File: src/hw/rtl/sync_length_frame_receiver_core_macros.svh
// Assertion macros for the sync/length frame receiver.
`ifndef SYNC_LENGTH_FRAME_RECEIVER_CORE_MACROS_SVH
`define SYNC_LENGTH_FRAME_RECEIVER_CORE_MACROS_SVH

// Same-cycle implication, disabled while reset is high.
`define SLFR_ASSERT_NOW(label, clk, rst, ante, cons) \
   label: assert property (@(posedge clk) disable iff (rst) (ante) |-> (cons)) \
      else $error("slfr: assertion failed");

// Next-cycle implication, disabled while reset is high.
`define SLFR_ASSERT_NEXT(label, clk, rst, ante, cons) \
   label: assert property (@(posedge clk) disable iff (rst) (ante) |=> (cons)) \
      else $error("slfr: assertion failed");

`endif

File: src/hw/rtl/slfr_pkg.sv
// Package with constants and types for the sync/length frame receiver.
`timescale 1ns / 1ps

package slfr_pkg;

   localparam int RX_BYTE_W      = 8;
   localparam int LEN_W          = 17;
   localparam int STATUS_W       = 2;
   localparam int STATION_ID_W   = 48;
   localparam int CSR_WDATA_W    = 48;
   localparam int CSR_INDEX_W    = 1;

   localparam int ID_BYTES_DEF   = 6;
   localparam int ID_BYTES_MAX   = 8;
   localparam int ID_IDX_W       = 3;
   localparam int ID_EXT_W       = 8 * ID_BYTES_MAX;

   localparam logic [RX_BYTE_W-1:0] SYNC_BYTE    = 8'hA5;
   localparam logic [RX_BYTE_W-1:0] END_FLAG     = 8'h40;
   localparam logic [LEN_W-1:0]     HEADER_BYTES = 17'd4;
   localparam logic [LEN_W-1:0]     MAX_FRAME_RST = 17'd256;

   typedef enum logic [STATUS_W-1:0] {
      STATUS_OK          = 2'd0,
      STATUS_ID_MISMATCH = 2'd1,
      STATUS_BAD_END     = 2'd2,
      STATUS_TOO_SHORT   = 2'd3
   } frame_status_type;

   typedef enum logic [CSR_INDEX_W-1:0] {
      CSR_STATION_ID = 1'b0,
      CSR_MAX_FRAME  = 1'b1
   } csr_index_type;

endpackage

File: src/hw/rtl/sync_length_frame_receiver_core.sv
// A frame's last byte passes the input register, then its result goes to the result register.
// Throughput: one byte per cycle unless stalled, with one pass of per-byte checks per byte.
// A stalled result holds the pipe only when the result register is full and stalled.
// Reset is synchronous, active high: hunt restarts, station ID 0, maximum frame size 256.
`timescale 1ns / 1ps
`include "sync_length_frame_receiver_core_macros.svh"

module sync_length_frame_receiver_core #(
   parameter int ID_BYTES = slfr_pkg::ID_BYTES_DEF
) (
   input  logic                               clock,
   input  logic                               reset,
   input  logic                               req_valid,
   output logic                               req_stall,
   input  logic [slfr_pkg::RX_BYTE_W-1:0]     req_rx_byte,
   output logic                               rsp_valid,
   input  logic                               rsp_stall,
   output logic [slfr_pkg::RX_BYTE_W-1:0]     rsp_cmd_type,
   output logic [slfr_pkg::LEN_W-1:0]         rsp_frame_len,
   output logic [slfr_pkg::STATUS_W-1:0]      rsp_frame_status,
   input  logic                               csr_write_en,
   input  logic [slfr_pkg::CSR_INDEX_W-1:0]   csr_index,
   input  logic [slfr_pkg::CSR_WDATA_W-1:0]   csr_wdata
);

   import slfr_pkg::*;

   localparam logic [LEN_W-1:0] MIN_FRAME = LEN_W'(ID_BYTES + 6);
   localparam logic [LEN_W-1:0] ID_END    = LEN_W'(4 + ID_BYTES);
   localparam logic [ID_IDX_W-1:0] ID_LAST = ID_IDX_W'(ID_BYTES - 1);

   // configuration
   logic [STATION_ID_W-1:0] station_id_ff;
   logic [LEN_W-1:0]        max_frame_ff;

   // input stage
   logic                    s1_valid_ff, s1_valid_in;
   logic [RX_BYTE_W-1:0]    s1_byte_ff;
   logic                    s1_advance;
   logic                    req_accept;

   // frame state
   logic                    in_body_ff, in_body_in;
   logic [LEN_W-1:0]        byte_count_ff, byte_count_in;
   logic [LEN_W-1:0]        expected_len_ff, expected_len_in;
   logic [RX_BYTE_W-1:0]    length_high_ff, length_high_in;
   logic                    id_ok_ff, id_ok_in;
   logic [RX_BYTE_W-1:0]    captured_type_ff, captured_type_in;

   // result register
   logic                    rsp_valid_ff, rsp_valid_in;
   logic [RX_BYTE_W-1:0]    rsp_cmd_ff;
   logic [LEN_W-1:0]        rsp_len_ff;
   frame_status_type        rsp_status_ff;

   logic                    done;
   frame_status_type        status_calc;
   logic [LEN_W-1:0]        frame_len_calc;
   logic [LEN_W-1:0]        count_inc;
   logic [ID_EXT_W-1:0]     id_ext;
   logic [ID_IDX_W-1:0]     id_k;
   logic [ID_IDX_W-1:0]     id_sel;
   logic [RX_BYTE_W-1:0]    id_byte;

   assign s1_advance = !(rsp_valid_ff && rsp_stall);
   assign req_stall  = s1_valid_ff && !s1_advance;
   assign req_accept = req_valid && !req_stall;
   assign s1_valid_in = req_accept || (s1_valid_ff && !s1_advance);

   // station ID byte for the current frame position, first byte most significant
   assign id_ext  = {{(ID_EXT_W - STATION_ID_W){1'b0}}, station_id_ff};
   assign id_k    = byte_count_ff[ID_IDX_W-1:0] - HEADER_BYTES[ID_IDX_W-1:0];
   assign id_sel  = ID_LAST - id_k;
   assign id_byte = id_ext[{id_sel, 3'b000} +: RX_BYTE_W];

   assign frame_len_calc = {1'b0, length_high_ff, s1_byte_ff} + HEADER_BYTES;
   assign count_inc      = byte_count_ff + LEN_W'(1);

   always_comb begin
      in_body_in       = in_body_ff;
      byte_count_in    = byte_count_ff;
      expected_len_in  = expected_len_ff;
      length_high_in   = length_high_ff;
      id_ok_in         = id_ok_ff;
      captured_type_in = captured_type_ff;
      done             = 1'b0;
      if (s1_valid_ff && s1_advance) begin
         if (!in_body_ff) begin
            unique case (byte_count_ff)
               17'd0: begin
                  if (s1_byte_ff == SYNC_BYTE) begin
                     byte_count_in = 17'd1;
                  end
               end
               17'd1: begin
                  byte_count_in = (s1_byte_ff == SYNC_BYTE) ? 17'd2 : 17'd0;
               end
               17'd2: begin
                  length_high_in = s1_byte_ff;
                  byte_count_in  = 17'd3;
               end
               default: begin
                  expected_len_in = frame_len_calc;
                  if (frame_len_calc > max_frame_ff) begin
                     byte_count_in = '0;
                  end else begin
                     in_body_in       = 1'b1;
                     byte_count_in    = HEADER_BYTES;
                     id_ok_in         = 1'b1;
                     captured_type_in = '0;
                     done             = (frame_len_calc <= HEADER_BYTES);
                  end
               end
            endcase
         end else begin
            if (byte_count_ff < ID_END) begin
               if (s1_byte_ff != id_byte) begin
                  id_ok_in = 1'b0;
               end
            end else if (byte_count_ff == ID_END) begin
               captured_type_in = s1_byte_ff;
            end
            byte_count_in = count_inc;
            done          = (count_inc >= expected_len_ff);
         end
      end
      if (done) begin
         in_body_in    = 1'b0;
         byte_count_in = '0;
      end
   end

   always_comb begin
      priority if (expected_len_in < MIN_FRAME) begin
         status_calc = STATUS_TOO_SHORT;
      end else if (!id_ok_in) begin
         status_calc = STATUS_ID_MISMATCH;
      end else if (s1_byte_ff != END_FLAG) begin
         status_calc = STATUS_BAD_END;
      end else begin
         status_calc = STATUS_OK;
      end
   end

   assign rsp_valid_in = done || (rsp_valid_ff && rsp_stall);

   always_ff @(posedge clock) begin
      if (reset) begin
         station_id_ff    <= '0;
         max_frame_ff     <= MAX_FRAME_RST;
         s1_valid_ff      <= 1'b0;
         in_body_ff       <= 1'b0;
         byte_count_ff    <= '0;
         expected_len_ff  <= '0;
         length_high_ff   <= '0;
         id_ok_ff         <= 1'b1;
         captured_type_ff <= '0;
         rsp_valid_ff     <= 1'b0;
      end else begin
         if (csr_write_en) begin
            unique case (csr_index)
               CSR_STATION_ID: station_id_ff <= csr_wdata[STATION_ID_W-1:0];
               CSR_MAX_FRAME:  max_frame_ff  <= csr_wdata[LEN_W-1:0];
            endcase
         end
         s1_valid_ff      <= s1_valid_in;
         in_body_ff       <= in_body_in;
         byte_count_ff    <= byte_count_in;
         expected_len_ff  <= expected_len_in;
         length_high_ff   <= length_high_in;
         id_ok_ff         <= id_ok_in;
         captured_type_ff <= captured_type_in;
         rsp_valid_ff     <= rsp_valid_in;
      end
   end

   always_ff @(posedge clock) begin
      if (req_accept) begin
         s1_byte_ff <= req_rx_byte;
      end
      if (done) begin
         rsp_cmd_ff    <= (status_calc == STATUS_OK) ? captured_type_in : '0;
         rsp_len_ff    <= expected_len_in;
         rsp_status_ff <= status_calc;
      end
   end

   assign rsp_valid        = rsp_valid_ff;
   assign rsp_cmd_type     = rsp_cmd_ff;
   assign rsp_frame_len    = rsp_len_ff;
   assign rsp_frame_status = rsp_status_ff;

   `SLFR_ASSERT_NOW(a_hunt_count, clock, reset, !in_body_ff, byte_count_ff <= 17'd3)
   `SLFR_ASSERT_NOW(a_body_count, clock, reset, in_body_ff,
      byte_count_ff < expected_len_ff)
   `SLFR_ASSERT_NOW(a_cmd_only_ok, clock, reset, rsp_valid_ff && rsp_cmd_ff != '0,
      rsp_status_ff == STATUS_OK)
   `SLFR_ASSERT_NOW(a_ok_len, clock, reset, rsp_valid_ff && rsp_status_ff == STATUS_OK,
      rsp_len_ff >= MIN_FRAME)
   `SLFR_ASSERT_NEXT(a_result_in_body, clock, reset,
      s1_valid_ff && s1_advance && in_body_ff && count_inc < expected_len_ff, in_body_ff)

endmodule
File: config.mk
export PLATFORM = sky130hd
export DESIGN_NAME = sync_length_frame_receiver_core
export DESIGN_NICKNAME = d
export VERILOG_FILES = /design/src/hw/rtl/slfr_pkg.sv /design/src/hw/rtl/sync_length_frame_receiver_core.sv
export VERILOG_INCLUDE_DIRS = /design/src /design/src/hw/rtl
export SDC_FILE = /design/constraint.sdc
export NUM_CORES = 1
export LEC_CHECK = 0
export BUFFER_PORTS_ARGS = -buffer_cell sky130_fd_sc_hd__buf_4
export CORE_MARGIN = 1.5
export CORE_UTILIZATION = 30
export CTS_BUF_LIST = sky130_fd_sc_hd__clkbuf_16
export DETAILED_ROUTE_END_ITERATION = 6
export PLACE_DENSITY = 0.46
export SETUP_SLACK_MARGIN = 0.4
export SLEW_MARGIN = 30
export SYNTH_ARGS = -nofsm -noshare
export SYNTH_HDL_FRONTEND = slang
export SYNTH_SLANG_ARGS = --single-unit
File: constraint.sdc
create_clock -name clock -period 5.05 [get_ports clock]
set_input_delay 0 -clock clock [delete_from_list [all_inputs] [get_ports clock]]
set_output_delay 0 -clock clock [all_outputs]
set_load 0.01 [all_outputs]
==> impl_metrics.tcl <==
set metrics [dict create \
    place_area_um2 9040 \
    grt_pass1_vias 6731 \
    viasPerCell 4.80 \
    finalHoldViolations 0 \
    hold-worst-slack_ns 0.0802 \
    antenna_cells_inserted 0 \
    clockRootBuffer "sky130_fd_sc_hd__clkbuf_16" \
    power-per-cell-area_nw_per_um2 272 \
    crit_path_start_kind "flip-flop" \
    nNetsFinal 1189 \
    drt-initial-drc-count 394 \
    cts_made_buffers 17 \
    critical_path.startpoint "s1_byte_ff[3]$_DFFE_PP_" \
    wirelength_um 23400 \
    clk_path_buf_depth 2 \
    detailed_place_hpwl_um 17200 \
    period_minus_slack_ns 4.27 \
    run_status "finished, violations left" \
    synth_compound_area_frac 0.142 \
    detail_route.first_pass.iterations 7 \
    synth.distinct_cells 60 \
    chip_height_um 167 \
    max-slew-margin-rel 0.365 \
    floorplan.io_pins 91 \
    post_synth_and_or_nand_nor_area_fraction 0.224 \
    track_usage 0.173 \
    max_stage_delay_ns 0.55 \
    crit_path_capture "rsp_frame_len[6]$_DFFE_PP_" \
    setup.worst_path.end_class "flip-flop" \
    core_area_um2 26200 \
    wl_per_cell_um 16.3 \
    antenna_found_initial 0 \
    max_cap_viol_count 0 \
    synth_nets 1048 \
    cp_data_arrival_time_ns 4.38 \
    setup_repair_after_global_routing_missed_its_margin "no" \
    floorplan.die.width_um 167 \
    synthArstFlopShare 0 \
    final_min_period_over_clock_period 0.846 \
    yosys_warnings 0 \
    fin_ws_ns 0.779 \
    gp_congestion 0.862 \
    muxShareOfSynthArea 0.0511 \
    setup_total_neg_slack_ns 0 \
    max_freq_mhz 234 \
    crit_slowest_cell "sky130_fd_sc_hd__edfxtp_1" \
    flip_flop_and_latch_count_after_synthesis 154 \
    final_antenna_net_count 0 \
    setup_viol_count_final 0 \
    post_synth_xor_xnor_area 0.0348 \
    maxSlewViolCount 0 \
    clkSlewWorstSetupHoldPaths_ns 0.07 \
    detailroute.via_count 6867 \
    die_area_um2 27800 \
    timing.critical_path.required_ns 5.16 \
    regArea_um2 3430 \
    gate_count_of_the_mapped_netlist 943 \
    power_mw 2.82 \
    r2r.worst_path.cells 16 \
    leakage_nw 4.08 \
    layout_common_cells "181 x sky130_fd_sc_hd__nand2_1, 119 x sky130_fd_sc_hd__dfxtp_1, 105 x sky130_fd_sc_hd__buf_4" \
    grt_pass1_wl_um 37200 \
    area_growth_syn_to_layout_pct 28.7 \
    register_area_share_after_synthesis 0.426 \
    clock_latency_ns 0.44 \
    ff2ff_setup_slack_ns 0.78 \
    cts.htree.levels 4 \
    failed_checks "design-rule violations" \
    hold-path-cell-count 4 \
    largest_net_degree_at_the_start_of_global_routing 64 \
    post-place-ws_ns 0.671 \
    fill_cells 2673 \
    timing_worst_slew_pin_value_ns 0.949 \
    rows 59 \
    crit_path_cell_trace "ha_1, nand2_1, nor2_1, and3_1, xnor2_1, inv_1, ha_1, nand3_1, nor4_1, o41ai_1, or4_4, a31oi_2, buf_4, a31oi_1, inv_1, buf_4" \
    adder_cell_share_of_the_synthesized_area 0.0668 \
    origin_of_the_critical_flop_to_flop_path "s1_byte_ff[3]$_DFFE_PP_" \
    min_path_type "primary input to flip-flop" \
    drc 5 \
    grt_overflow 0 \
    skew_ns 0.0170 \
    timing_worst_setup_path_type "flip-flop to flip-flop" \
    multi_input_comb_area_um2 4180 \
    initial_utilization 0.307 \
    postSynth.topFlopCell "sky130_fd_sc_hd__dfxtp_1" \
    worst_ir_drop_vdd_mv 0.208 \
    most_frequent_standard_cell_in_the_layout_excluding_fill_and_tap_cells "sky130_fd_sc_hd__nand2_1" \
    tritoncts "built" \
    post_synth_instance_area_um2 8050 \
    regToRegEndpoint "rsp_frame_len[6]$_DFFE_PP_" \
    clkSinkCount 154 \
    drive_gt1_frac 0.143 \
    synth_top_family_by_area "simple AND/OR/NAND/NOR gates" \
    synth_enable_flop_cells 35 \
    buffer_ports.inserted 90 \
    crit_path_max_fanout 18 \
    final_design_area_no_fill_um2 10400 \
    hp-start "csr_write_en" \
    syn-mean-instance-area_um2 8.54 \
]
## flip-flops by register name, indices dropped and copies added (netlist names), 17 cells and up
signal / count
rsp_frame_len: 17
expected_len_ff: 17
byte_count_ff: 17
max_frame_ff: 17
station_id_ff: 48
## area by class of cell
cell class                      count  area share
Multi-Input combinational cell    679       0.404
Sequential cell                   154       0.331
Timing Repair Buffer              180       0.150
Clock buffer                       17      0.0411
Tap cell                          335      0.0404
Inverter                           52      0.0188
Clock inverter                     15      0.0145
## power breakdown
part | switching [mW] | internal [mW]
logic | 0.137 | 0.129
clock network | 0.596 | 0.658
registers | 0.0191 | 1.28
total | 0.753 | 2.07
## synth_stat cells, types with 4 or more instances
library cell	n	share of area
sky130_fd_sc_hd__and2_1	6	0.0047
sky130_fd_sc_hd__buf_2	6	0.0037
sky130_fd_sc_hd__nand2_1	181	0.084
sky130_fd_sc_hd__clkbuf_1	41	0.019
sky130_fd_sc_hd__a211oi_1	8	0.0075
sky130_fd_sc_hd__buf_1	6	0.0028
sky130_fd_sc_hd__mux2i_1	31	0.039
sky130_fd_sc_hd__inv_1	52	0.024
sky130_fd_sc_hd__xnor2_1	23	0.025
sky130_fd_sc_hd__nor4_1	9	0.0070
sky130_fd_sc_hd__edfxtp_1	35	0.13
sky130_fd_sc_hd__xor2_1	9	0.0098
sky130_fd_sc_hd__a21oi_1	90	0.056
sky130_fd_sc_hd__dfxtp_1	119	0.30
sky130_fd_sc_hd__o22ai_1	7	0.0054
sky130_fd_sc_hd__nor2b_1	38	0.030
sky130_fd_sc_hd__a22oi_1	10	0.0093
sky130_fd_sc_hd__nor3_1	26	0.016
sky130_fd_sc_hd__a21o_1	4	0.0037
sky130_fd_sc_hd__and3_1	7	0.0054
sky130_fd_sc_hd__o21ai_1	4	0.0025
sky130_fd_sc_hd__ha_1	43	0.067
sky130_fd_sc_hd__o21ai_0	28	0.017
sky130_fd_sc_hd__nand3_1	19	0.012
sky130_fd_sc_hd__o211ai_1	4	0.0037
sky130_fd_sc_hd__buf_4	4	0.0037
sky130_fd_sc_hd__nor2_1	51	0.024
sky130_fd_sc_hd__nor3b_1	6	0.0056
sky130_fd_sc_hd__o21a_1	6	0.0056
sky130_fd_sc_hd__nand4_1	15	0.012
## worst min-delay path by stage
stage,slack [ns],end
2_1_floorplan,0.1,s1_byte_ff[0]$_DFFE_PP_
3_3_place_gp,0.18,s1_byte_ff[1]$_DFFE_PP_
3_5_place_dp,0.18,s1_byte_ff[1]$_DFFE_PP_
4_1_cts,0.06,station_id_ff[10]$_SDFFE_PP0P_
5_1_grt,0.1,station_id_ff[9]$_SDFFE_PP0P_
6_report,0.08,station_id_ff[10]$_SDFFE_PP0P_
## cell families (layout without fill, tap and decap cells)
group,after synthesis,in the layout
mux,37,37
compound gates,186,186
xor+xnor,32,32
fa+ha+maj,43,43
flops,154,154
simple gates,381,381
buf+inv,110,264
## routing by layer
layer / global-route usage / wire [um] / up-vias
li1: - / - / 3545
met1: 0.236 / 11500 / 3175
met2: 0.283 / 10800 / 135
met3: 0.0271 / 797 / 12
met4: 0.0474 / 209 / 0
met5: 0 / 0 / -
## repair_timing
action | CTS | global route
setup buffers | 0 | 0
resized for setup | 0 | 1
hold endpoints to repair | 77 | 0
endpoints found under the setup margin | 0 | 3
hold buffers | 74 | 0
## stage by stage
stage,instances,util
2_1_floorplan,943,-
3_3_place_gp,1325,0.344
3_5_place_dp,1326,0.345
4_1_cts,1432,0.395
5_1_grt,1432,0.395
6_report,1432,0.395
## worst max-delay path: cells and delay by family, from the launching register on
kind,cells,cell delay [ns]
flops,1,0.55
simple gates,6,1.44
compound gates,3,0.45
buf+inv,4,0.65
xor+xnor,1,0.16
fa+ha+maj,2,0.67
No activity file was read; power rests on OpenSTA's default activity.
